<file path="config.mk">
export PLATFORM = sky130hd
export DESIGN_NAME = note_strike_tracker_flat
export DESIGN_NICKNAME = d
export VERILOG_FILES = /design/src/rtl/nst_pkg.sv /design/src/rtl/nst_frame_if.sv /design/src/rtl/nst_result_if.sv /design/src/rtl/nst_cfg_if.sv /design/src/rtl/nst_cfg_regs.sv /design/src/rtl/nst_tracker.sv /design/src/rtl/note_strike_tracker.sv /design/src/flat_wrapper.sv
export SDC_FILE = /design/constraint.sdc
export NUM_CORES = 2
export LEC_CHECK = 0
export ABC_AREA = 1
export BUFFER_PORTS_ARGS = -buffer_cell sky130_fd_sc_hd__buf_2
export CORE_MARGIN = 5
export CORE_UTILIZATION = 53
export DETAILED_ROUTE_END_ITERATION = 7
export PLACE_DENSITY = 0.78
export SLEW_MARGIN = 20
export SYNTH_ARGS = -nofsm -noshare
export SYNTH_HDL_FRONTEND = slang
export SYNTH_SLANG_ARGS = --single-unit
</file>
<file path="constraint.sdc">
create_clock -name clk -period 11.8 [get_ports clk]
set_clock_uncertainty 0.1 [all_clocks]
set_input_delay 1.77 -clock clk [delete_from_list [all_inputs] [get_ports clk]]
set_output_delay 1.77 -clock clk [all_outputs]
set_load 0.02 [all_outputs]
</file>
<file path="src/rtl/nst_pkg.sv">
`timescale 1ns / 1ps

package nst_pkg;

  localparam logic [1:0] ST_WAIT   = 2'd0;
  localparam logic [1:0] ST_ATTACK = 2'd1;
  localparam logic [1:0] ST_MON    = 2'd2;

  localparam int CFG_INDEX_W = 3;
  localparam logic [CFG_INDEX_W-1:0] REG_THRESHOLD_SCALE     = 3'd0;
  localparam logic [CFG_INDEX_W-1:0] REG_REQUIRED_DECLINES   = 3'd1;
  localparam logic [CFG_INDEX_W-1:0] REG_RESET_FRACTION      = 3'd2;
  localparam logic [CFG_INDEX_W-1:0] REG_REARM_LOW_FRACTION  = 3'd3;
  localparam logic [CFG_INDEX_W-1:0] REG_REARM_HIGH_FRACTION = 3'd4;
  localparam logic [CFG_INDEX_W-1:0] REG_SAMPLE_RATE         = 3'd5;

  localparam int CFG_DATA_W = 20;

  localparam logic [9:0]  RST_THRESHOLD_SCALE     = 10'd128;
  localparam logic [3:0]  RST_REQUIRED_DECLINES   = 4'd3;
  localparam logic [7:0]  RST_RESET_FRACTION      = 8'd74;
  localparam logic [7:0]  RST_REARM_LOW_FRACTION  = 8'd154;
  localparam logic [7:0]  RST_REARM_HIGH_FRACTION = 8'd192;
  localparam logic [19:0] RST_SAMPLE_RATE         = 20'd48000;

  localparam logic [47:0] SAMPLE_MAX = 48'hFFFF_FFFF_FFFF;
  localparam logic [3:0]  STREAK_MAX = 4'd15;

  typedef struct packed {
    logic [15:0] raw_peak;
    logic [15:0] envelope_max;
    logic [17:0] peak_hz;
    logic [15:0] frame_size;
  } frame_t;

  typedef struct packed {
    logic [1:0]  tracker_state;
    logic [1:0]  previous_state;
    logic [17:0] captured_hz;
    logic        retrigger_seen;
    logic        retrigger_ready;
    logic [47:0] strike_start_count;
    logic [47:0] samples_seen;
    logic [3:0]  decline_count;
  } result_t;

  typedef struct packed {
    logic [9:0]  threshold_scale;
    logic [3:0]  required_declines;
    logic [7:0]  reset_fraction;
    logic [7:0]  rearm_low_fraction;
    logic [7:0]  rearm_high_fraction;
    logic [19:0] sample_rate;
  } cfg_t;

endpackage

</file>
<file path="src/rtl/nst_frame_if.sv">
`timescale 1ns / 1ps

interface nst_frame_if;
  logic            valid;
  logic            ready;
  nst_pkg::frame_t data;

  modport source (output valid, output data, input ready);
  modport sink (input valid, input data, output ready);
endinterface

</file>
<file path="src/rtl/nst_result_if.sv">
`timescale 1ns / 1ps

interface nst_result_if;
  logic             valid;
  logic             ready;
  nst_pkg::result_t data;

  modport source (output valid, output data, input ready);
  modport sink (input valid, input data, output ready);
endinterface

</file>
<file path="src/rtl/nst_cfg_if.sv">
`timescale 1ns / 1ps

interface nst_cfg_if;
  logic                               valid;
  logic                               ready;
  logic [nst_pkg::CFG_INDEX_W-1:0]    index;
  logic [nst_pkg::CFG_DATA_W-1:0]     data;

  modport source (output valid, output index, output data, input ready);
  modport sink (input valid, input index, input data, output ready);
endinterface

</file>
<file path="src/rtl/nst_cfg_regs.sv">
`timescale 1ns / 1ps

module nst_cfg_regs (
  input  logic           clk,
  input  logic           rst,
  nst_cfg_if.sink        cfg,
  output nst_pkg::cfg_t  regs
);

  assign cfg.ready = 1'b1;

  always_ff @(posedge clk) begin
    if (rst) begin
      regs.threshold_scale     <= nst_pkg::RST_THRESHOLD_SCALE;
      regs.required_declines   <= nst_pkg::RST_REQUIRED_DECLINES;
      regs.reset_fraction      <= nst_pkg::RST_RESET_FRACTION;
      regs.rearm_low_fraction  <= nst_pkg::RST_REARM_LOW_FRACTION;
      regs.rearm_high_fraction <= nst_pkg::RST_REARM_HIGH_FRACTION;
      regs.sample_rate         <= nst_pkg::RST_SAMPLE_RATE;
    end else if (cfg.valid) begin
      unique case (cfg.index)
        nst_pkg::REG_THRESHOLD_SCALE:     regs.threshold_scale     <= cfg.data[9:0];
        nst_pkg::REG_REQUIRED_DECLINES:   regs.required_declines   <= cfg.data[3:0];
        nst_pkg::REG_RESET_FRACTION:      regs.reset_fraction      <= cfg.data[7:0];
        nst_pkg::REG_REARM_LOW_FRACTION:  regs.rearm_low_fraction  <= cfg.data[7:0];
        nst_pkg::REG_REARM_HIGH_FRACTION: regs.rearm_high_fraction <= cfg.data[7:0];
        nst_pkg::REG_SAMPLE_RATE:         regs.sample_rate         <= cfg.data;
        default: ;
      endcase
    end
  end

endmodule

</file>
<file path="src/rtl/nst_tracker.sv">
`timescale 1ns / 1ps

module nst_tracker (
  input  logic              clk,
  input  logic              rst,
  input  nst_pkg::cfg_t     regs,
  input  logic              fire,
  input  nst_pkg::frame_t   item,
  output nst_pkg::result_t  res
);

  logic [1:0]  mode, prior_mode;
  logic [15:0] last_peak, cluster_level;
  logic [3:0]  streak;
  logic [17:0] held_freq;
  logic        rearmed, retriggered;
  logic [47:0] sample_total, start_total;

  logic [1:0]  mode_next, prior_mode_next;
  logic [15:0] last_peak_next, cluster_level_next;
  logic [3:0]  streak_next, streak_inc;
  logic [17:0] held_freq_next;
  logic        rearmed_next, retriggered_next;
  logic [47:0] sample_total_next, start_total_next;

  logic [48:0] sum;
  logic [23:0] p256;
  logic [25:0] thr;
  logic [18:0] p5;
  logic [23:0] c_reset, c_low, c_high;
  logic        trigger, fallback, below_reset, below_low, above_high;

  assign p256    = {item.raw_peak, 8'd0};
  assign thr     = regs.threshold_scale * item.envelope_max;
  assign p5      = {3'b000, item.raw_peak} + {1'b0, item.raw_peak, 2'b00};
  assign c_reset = cluster_level * regs.reset_fraction;
  assign c_low   = cluster_level * regs.rearm_low_fraction;
  assign c_high  = cluster_level * regs.rearm_high_fraction;

  assign trigger     = {2'b00, p256} > thr;
  // 0.8 test as 5*256*peak < 4*thr
  assign fallback    = {1'b0, p5, 8'd0} < {thr, 2'b00};
  assign below_reset = p256 < c_reset;
  assign below_low   = p256 < c_low;
  assign above_high  = p256 > c_high;

  assign sum        = {1'b0, sample_total} + {33'd0, item.frame_size};
  assign streak_inc = (streak == nst_pkg::STREAK_MAX) ? streak : streak + 4'd1;

  always_comb begin
    mode_next          = mode;
    prior_mode_next    = prior_mode;
    last_peak_next     = last_peak;
    cluster_level_next = cluster_level;
    streak_next        = streak;
    held_freq_next     = held_freq;
    rearmed_next       = rearmed;
    retriggered_next   = retriggered;
    sample_total_next  = sample_total;
    start_total_next   = start_total;
    if (regs.sample_rate != '0) begin
      sample_total_next = sum[48] ? nst_pkg::SAMPLE_MAX : sum[47:0];
      last_peak_next    = item.raw_peak;
      prior_mode_next   = mode;
      unique case (mode)
        nst_pkg::ST_ATTACK: begin
          if (item.raw_peak < last_peak) begin
            streak_next = streak_inc;
            if (streak_inc >= regs.required_declines) begin
              mode_next          = nst_pkg::ST_MON;
              cluster_level_next = item.raw_peak;
              held_freq_next     = item.peak_hz;
              rearmed_next       = 1'b0;
            end
          end else begin
            streak_next = '0;
          end
          // fallback overrides a move to monitoring in the same frame
          if (fallback) begin
            mode_next    = nst_pkg::ST_WAIT;
            streak_next  = '0;
            rearmed_next = 1'b0;
          end
        end
        nst_pkg::ST_MON: begin
          if (below_reset) begin
            mode_next    = nst_pkg::ST_WAIT;
            streak_next  = '0;
            rearmed_next = 1'b0;
          end else if (below_low) begin
            rearmed_next = 1'b1;
          end else if (rearmed && above_high) begin
            retriggered_next = 1'b1;
            held_freq_next   = item.peak_hz;
            rearmed_next     = 1'b0;
          end
        end
        default: begin
          // unused code behaves as waiting
          mode_next = nst_pkg::ST_WAIT;
          if (trigger) begin
            mode_next        = nst_pkg::ST_ATTACK;
            start_total_next = sample_total_next;
            streak_next      = '0;
            retriggered_next = 1'b0;
            rearmed_next     = 1'b0;
          end
        end
      endcase
    end
  end

  always_ff @(posedge clk) begin
    if (rst) begin
      mode          <= nst_pkg::ST_WAIT;
      prior_mode    <= nst_pkg::ST_WAIT;
      last_peak     <= '0;
      cluster_level <= '0;
      streak        <= '0;
      held_freq     <= '0;
      rearmed       <= 1'b0;
      retriggered   <= 1'b0;
      sample_total  <= '0;
      start_total   <= '0;
    end else if (fire) begin
      mode          <= mode_next;
      prior_mode    <= prior_mode_next;
      last_peak     <= last_peak_next;
      cluster_level <= cluster_level_next;
      streak        <= streak_next;
      held_freq     <= held_freq_next;
      rearmed       <= rearmed_next;
      retriggered   <= retriggered_next;
      sample_total  <= sample_total_next;
      start_total   <= start_total_next;
    end
  end

  assign res.tracker_state      = mode_next;
  assign res.previous_state     = prior_mode_next;
  assign res.captured_hz        = held_freq_next;
  assign res.retrigger_seen     = retriggered_next;
  assign res.retrigger_ready    = rearmed_next;
  assign res.strike_start_count = start_total_next;
  assign res.samples_seen       = sample_total_next;
  assign res.decline_count      = streak_next;

endmodule

</file>
<file path="src/rtl/note_strike_tracker.sv">
`timescale 1ns / 1ps

// Note strike tracker: takes one analysis frame per transaction and returns
// one result per frame, in order. A frame is taken every cycle when the
// result side keeps up; a frame passes through the frame register, then the result
// register, and the tracker state is updated as a frame moves from the
// frame register into the result register, so the next frame sees it at
// once. Writes on the configuration channel are taken every cycle and must
// only be issued while no frame is in flight. strike_start_count is a sample
// count; divide by sample_rate for seconds. A sample_rate of zero turns each
// frame into a no-op that reports the unchanged state.
module note_strike_tracker (
  input  logic            clk,
  input  logic            rst,
  nst_frame_if.sink       frame,
  nst_result_if.source    result,
  nst_cfg_if.sink         cfg
);

  nst_pkg::cfg_t    regs;
  nst_pkg::frame_t  frame_q;
  nst_pkg::result_t res_next;
  logic             frame_vld;
  logic             advance;

  nst_cfg_regs u_cfg (
    .clk  (clk),
    .rst  (rst),
    .cfg  (cfg),
    .regs (regs)
  );

  nst_tracker u_trk (
    .clk   (clk),
    .rst   (rst),
    .regs  (regs),
    .fire  (advance),
    .item  (frame_q),
    .res   (res_next)
  );

  assign advance     = frame_vld && (!result.valid || result.ready);
  assign frame.ready = !frame_vld || advance;

  always_ff @(posedge clk) begin
    if (rst) begin
      frame_vld <= 1'b0;
    end else if (frame.ready) begin
      frame_vld <= frame.valid;
    end
  end

  always_ff @(posedge clk) begin
    if (frame.valid && frame.ready) begin
      frame_q <= frame.data;
    end
  end

  always_ff @(posedge clk) begin
    if (rst) begin
      result.valid <= 1'b0;
    end else if (advance) begin
      result.valid <= 1'b1;
    end else if (result.ready) begin
      result.valid <= 1'b0;
    end
  end

  always_ff @(posedge clk) begin
    if (advance) begin
      result.data <= res_next;
    end
  end

  a_mon_from_attack: assert property (@(posedge clk) disable iff (rst)
    (result.valid && result.data.tracker_state == nst_pkg::ST_MON &&
     result.data.previous_state != nst_pkg::ST_MON)
    |-> result.data.previous_state == nst_pkg::ST_ATTACK)
    else $error("monitoring entered from a state other than attack");

  a_wait_clean: assert property (@(posedge clk) disable iff (rst)
    (result.valid && result.data.tracker_state == nst_pkg::ST_WAIT)
    |-> (result.data.decline_count == '0 && !result.data.retrigger_ready))
    else $error("waiting state with live streak or armed retrigger");

  a_advance_shows: assert property (@(posedge clk) disable iff (rst)
    advance |=> result.valid)
    else $error("frame advanced without producing a result");

endmodule
</file>
<file path="src/flat_wrapper.sv">
// flat-port wrapper written by rule: the top's interface ports become plain ports
module note_strike_tracker_flat 
  (clk, rst, frame_valid, frame_data, frame_ready, result_valid, result_data, result_ready, cfg_valid, cfg_index, cfg_data, cfg_ready);
  nst_frame_if frame_i ();
  nst_result_if result_i ();
  nst_cfg_if cfg_i ();
  input  logic clk;
  input  logic rst;
  input wire logic [$bits(frame_i.valid)-1:0] frame_valid;
  input wire logic [$bits(frame_i.data)-1:0] frame_data;
  output wire logic [$bits(frame_i.ready)-1:0] frame_ready;
  output wire logic [$bits(result_i.valid)-1:0] result_valid;
  output wire logic [$bits(result_i.data)-1:0] result_data;
  input wire logic [$bits(result_i.ready)-1:0] result_ready;
  input wire logic [$bits(cfg_i.valid)-1:0] cfg_valid;
  input wire logic [$bits(cfg_i.index)-1:0] cfg_index;
  input wire logic [$bits(cfg_i.data)-1:0] cfg_data;
  output wire logic [$bits(cfg_i.ready)-1:0] cfg_ready;
  assign frame_i.valid = frame_valid;
  assign frame_i.data = frame_data;
  assign frame_ready = frame_i.ready;
  assign result_valid = result_i.valid;
  assign result_data = result_i.data;
  assign result_i.ready = result_ready;
  assign cfg_i.valid = cfg_valid;
  assign cfg_i.index = cfg_index;
  assign cfg_i.data = cfg_data;
  assign cfg_ready = cfg_i.ready;
  note_strike_tracker u_core (.clk(clk), .rst(rst), .frame(frame_i), .result(result_i), .cfg(cfg_i));
endmodule
</file>
### Word-level counts from Yosys, hierarchy flattened

Cells that the tools add are included.

* register bits: 406
* output and inout port bits: 127
* word-level logic and storage cells: 115

* add/sub/neg operators: 3
* multiply operators: 4
* magnitude comparators: 7
* equal/unequal tests: 8
* muxes and demuxes: 44
* reduce and logical (&&, ||, !) cells: 19

Operators with widths (number)
* 2-to-1 mux 48 bit: 5
* 2-to-1 mux 18 bit: 6
* multiplier 16 x 8 -> 24 bit: 3
* adder 48 x 16 -> 49 bit: 1
* less-than comparator 24 bit: 2
* one-hot mux 18 bit (2 select lines): 1
* less-than comparator 27 x 28 -> 1 bit: 1
* greater-than comparator 24 x 26 -> 1 bit: 1
* multiplier 10 x 16 -> 26 bit: 1
* greater-than comparator 24 bit: 1
* 2-to-1 mux 4 bit: 6
* nonzero test 20 bit: 1
* adder 16 x 18 -> 19 bit: 1
* less-than comparator 16 bit: 1
* 2-to-1 mux 1 bit: 16
* AND reduction 2 bit: 7
* 2-to-1 mux 2 bit: 6
* one-hot mux 4 bit (2 select lines): 1
* == test 3 x 2 -> 1 bit (second input constant): 2
* == test 3 bit (second input constant): 2
* AND reduction 5 bit: 1
* adder 4 x 1 -> 4 bit (second input constant): 1
* == test 4 bit (second input constant): 1
* >= comparator 4 bit: 1
* other kinds (11): 16

### Logic depth before layout (Yosys ltp)

* depth after elaboration: 8
* gate-level depth with buffers: 42
* mapped depth without buffers: 38

### Hierarchy

Synthesis repeated with hierarchy kept, for this count alone.

* cell total of the unflattened synthesis: 5102
* area, all modules: 38760.9 um2

By module, submodules not included
* nst_tracker: instances 1, cells an instance 4568, area an instance 30618.1 um2, seq. area each 3123.0 um2
* note_strike_tracker: instances 1, cells an instance 202, area an instance 5796.8 um2, seq. area each 5745.5 um2
* nst_cfg_regs: instances 1, cells an instance 332, area an instance 2346.0 um2, seq. area each 1161.1 um2

### Worst setup path after synthesis

OpenSTA, ideal clock, no wires.

* kind: register -> register
* start: reg, netlist name u_core.u_cfg.regs[49]
* end: reg, netlist name u_core.result.data[75]
* library setup time: 0.259 ns
* arrival: 6.469 ns
* data required time: 11.441 ns
* path slack: 4.972 ns
* stages on the path, launching flop included: 39
* buffers on the path: 4
* period minus slack after synthesis: 6.828 ns
* cells stage by stage: dfxtp_1 clkbuf_1 clkbuf_1 nand2_1 fa_1 inv_1 fa_1 inv_1 fa_1 inv_1 fa_1 inv_1 fa_1 inv_1 ha_1 nand2_1 nor2_1 nand2_1 [3 not listed] nor2_1 o21ai_0 a31oi_1 xor2_1 ha_1 nand2_1 nor2_1 nand3_1 nor3_1 nand3_1 nor2_1 nor2_2 nand4_4 inv_2 buf_12 buf_12 o21ai_1 nand2_1

### Worst setup path in the final report

* start: reg, netlist name u_core.u_cfg.regs[49]
* end: reg u_core.u_trk.start_total[23]

* word-level cells in the longest chain between the ends: 5

RTL lines
* multiplier 10 x 16 -> 26 bit: RTL line nst_tracker.sv:34 `assign thr = regs.threshold_scale * item.envelope_max;`
* greater-than comparator 24 x 26 -> 1 bit: RTL line nst_tracker.sv:40 `assign trigger = {2'b00, p256} > thr;`
* 2-to-1 mux 48 bit: RTL line nst_tracker.sv:101 `if (trigger) begin`
* 2-to-1 mux 48 bit: RTL line nst_tracker.sv:65 `unique case (mode)`
* 2-to-1 mux 48 bit: RTL line nst_tracker.sv:61 `if (regs.sample_rate != '0) begin`
* end signal, assigned: RTL line nst_tracker.sv:135 `start_total <= start_total_next;`
* end, declared: RTL line nst_tracker.sv:17 `logic [47:0] sample_total, start_total;`

No other way between the ends.
A chain may end at the register's enable or synchronous reset.

==> summary.txt <==
Timing
  – Min Clock Period, post-route: 8.75 ns
  – Max-slew headroom: 0.222
  – Highest Clock Rate: 0.114 GHz
  – Slew at the pin closest to its max-slew limit: 1.17 ns
  – Post-Route Setup TNS: 0 ns
  – Tcrit/Tclk final: 0.742
  – Hold slack: 0.359 ns
  – RSZ-0062 raised after global routing: false
  – Final Setup Violations: 0
  – Final Slew Violations: 0
  – Hold violation total from the final report: 0
  – Post-route setup slack: 3.05 ns

Yosys
  – Post-Synth Adder-Cell Area: 0.296
  – Synth cell types: 66
  – Mapped Area: 38500 um^2
  – Syn_nets: 5807
  – Mapped Avg Cell Area: 7.66 um^2
  – Largest cells by area after synthesis: fa_1, edfxtp_1, nand2_1
  – Fraction of registers with async set/reset: 0
  – Sequential share of the synthesized area: 0.261
  – XOR/XNOR Fraction of Synth Area: 0.0239
  – Compound-gate portion of the synthesized area: 0.0867
  – Ys flop type: dfxtp_1
  – Yosys warnings: 0
  – Area share of the largest cell type after synthesis: 0.189
  – Cell type with the highest aggregate area in the netlist: fa_1
  – Number of synthesized flops with an enable pin: 190
  – Post-synthesis mux area share: 0
  – Synth Area in Simple Gates: 0.202
  – Largest family of logic cells by synthesized area: adder cells
  – Mapped Cells: 5021
  – Yosys reg bits: 406

Run status
  – Outcome: complete, no violations

Pwr
  – Total power draw: 4240 uW
  – PD cells: 102 nW/um^2
  – Cell leakage power: 0.0228 uW
  – Worst VDD drop: 0.000121 V

Floorplanning
  – Number of top-level pins: 221
  – Num rows: 98
  – Die area: 78000 um^2
  – Placeable Area: 71700 um^2
  – DIE WIDTH: 279 um
  – Initial Utilization: 0.536
  – Chip height: 279 um

Critical path
  – CP max FO: 52
  – Worst reg2reg path depth: 34
  – Crit Reg-Reg Endpoint: u_core.u_trk.start_total[23]$_SDFFE_PP0P_
  – Slowest cell on crit path: inv_2
  – CP startpoint kind: register
  – CP Capture Point: u_core.u_trk.start_total[23]$_SDFFE_PP0P_
  – CP Class: reg -> reg
  – CP Capture Type: register
  – R2r setup slk: 3.05 ns
  – Origin of the critical flop-to-flop path: u_core.u_cfg.regs[49]$_SDFFE_PP0P_
  – Crit path from: u_core.u_cfg.regs[49]$_SDFFE_PP0P_
  – Critical path data arrival time: 9.17 ns
  – WP data required: 12.22 ns
  – CP peak stage delay: 1.11 ns

Clock network
  – # clock sinks: 406
  – Clock tree buffer depth: 3
  – CTS tree: built
  – Inserted Clock Buffers: 47
  – Resize count post-CTS: 0
  – Postcts setup bufs: 0
  – Cts hold-fix bufs: 0
  – CTS root buf: clkbuf_16
  – Worst-path clk slew: 0.06 ns
  – Clock Latency Late Sink: 0.61 ns
  – Clock H-tree levels: 2

Layout
  – Nets@finish: 5875
  – Share of layout cells above drive strength 1: 0.0755
  – Layout fillers: 6434
  – P&R area growth vs syn: 8.48%
  – Post-route cell area: 41700 um^2
  – Commonest cells after routing, fill and taps aside: nand2_1, inv_1, nor2_1
  – Commonest non-fill, non-tap cell in the layout: nand2_1
  – Reg area: 10000 um^2
  – Multi-input combinational cell area: 23400 um^2
  – Diode count: 0

Placed design
  – DPL Wire Length: 74.2 mm
  – Setup WS pre-CTS: 3.20 ns
  – Placed cell area: 40000 um^2
  – Global placement routability congestion: 0.950
  – Port-buffer cells: 219

Detailed routing
  – Vias/cell: 5.31
  – # DRC: 0
  – ANT nets after route: 0
  – Vias: 32300
  – DR iter-0 viols: 2675
  – Initial DRT Pass Iterations: 6
  – WL/cell: 16.5 um
  – Routed WL: 100 mm

GRT
  – Antenna violations before repair: 0
  – Global Route Usage Sum: 0.255
  – GRT overflow: 0
  – Vias in the first global route: 32400
  – First-pass GRT wire length: 164 mm
  – Largest net degree at the start of global routing: 126

Worst hold path
  – Hold crit path type: reg -> reg

Run
  – Max-cap check violation count: 0
==> cell families after synthesis <==
| logic type | after synthesis |
|---|---|
| simple gates | 1903 |
| compound gates | 611 |
| flops | 406 |
| fa+ha+maj | 692 |
| buf+inv | 1303 |
| xor+xnor | 105 |
| other cells | 1 |
==> flip-flops by register name, indices dropped and copies added (netlist names), 4 cells and up <==
register,count
u_core.u_trk.last_peak,16
u_core.result.data,124
u_core.u_trk.cluster_level,16
u_core.frame_q,66
u_core.u_trk.start_total,48
u_core.u_trk.sample_total,48
u_core.u_cfg.regs,58
u_core.u_trk.streak,4
u_core.u_trk.held_freq,18
==> metal layers <==
| metal | global-route usage | vias to the layer above | routed length (um) |
|---|---|---|---|
| li1 | - | 15600 | - |
| met1 | 0.329 | 15300 | 41400 |
| met2 | 0.427 | 1189 | 46700 |
| met3 | 0.0378 | 245 | 7140 |
| met4 | 0.114 | 0 | 4910 |
| met5 | 0 | - | 0 |
==> final cells by class <==
| type | instances | share of cell area |
|---|---|---|
| clock inverters | 29 | 0.0107 |
| clock buffers | 59 | 0.0307 |
| multi-input cells | 3312 | 0.562 |
| flip-flops and latches | 406 | 0.240 |
| well taps | 950 | 0.0285 |
| inverters | 1078 | 0.0972 |
| repair buffers | 244 | 0.0308 |
==> power by group <==
| group | internal (uW) | switching, uW |
|---|---|---|
| clock | 982 | 635 |
| combinational | 326 | 617 |
| sequential | 1580 | 94.8 |
==> Yosys cell counts, drive strengths merged, types with 2 or more instances <==
master and n:
clkinv 2, nor3b 2, dfxtp 216, o31ai 3, and3 3, fa 364
o211a 4, o21bai 6, o21ai 272, a21oi 248, clkbuf 194, nor4 20
nor3 37, edfxtp 190, o221ai 2, a211oi 17, o211ai 13, nand2 1225
a21boi 7, nand3 184, or2 10, xnor2 37, ha 328, nand3b 4
nor4b 2, xor2 68, a21o 12, nor2 380, nand4 33, and2 2
a31oi 13, inv 1076, buf 31, o21a 7
==> how the worst min path moves through the flow <==
stage                                            start                                       to  slack [ns]  depth (start not counted)
6_report        u_core.u_trk.last_peak[8]$_SDFFE_PP0P_   u_core.u_trk.last_peak[8]$_SDFFE_PP0P_        0.36                          2
5_1_grt        u_core.u_trk.last_peak[13]$_SDFFE_PP0P_  u_core.u_trk.last_peak[13]$_SDFFE_PP0P_        0.39                          2
4_1_cts         u_core.u_trk.last_peak[0]$_SDFFE_PP0P_   u_core.u_trk.last_peak[0]$_SDFFE_PP0P_        0.36                          2
3_5_place_dp        u_core.u_cfg.regs[12]$_SDFFE_PP1P_       u_core.u_cfg.regs[12]$_SDFFE_PP1P_        0.35                          2
3_3_place_gp    u_core.u_trk.last_peak[0]$_SDFFE_PP0P_   u_core.u_trk.last_peak[0]$_SDFFE_PP0P_        0.34                          2
2_1_floorplan   u_core.u_trk.last_peak[0]$_SDFFE_PP0P_   u_core.u_trk.last_peak[0]$_SDFFE_PP0P_        0.32                          2
==> stage by stage <==
step | std cells | util
after floorplan | 5021 | -
after global placement | 5990 | 0.557
after detailed placement | 5990 | 0.557
after CTS | 6078 | 0.581
after global routing | 6078 | 0.582
final | 6078 | 0.582
==> critical path: cells and delay by family (launching register included) <==
kind / cells / cell delay, ns
xor+xnor: 1 / 0.19
buf+inv: 7 / 1.40
flops: 1 / 0.72
simple gates: 14 / 2.13
compound gates: 5 / 0.89
fa+ha+maj: 7 / 3.21
Power figures use the tool's default switching activity.
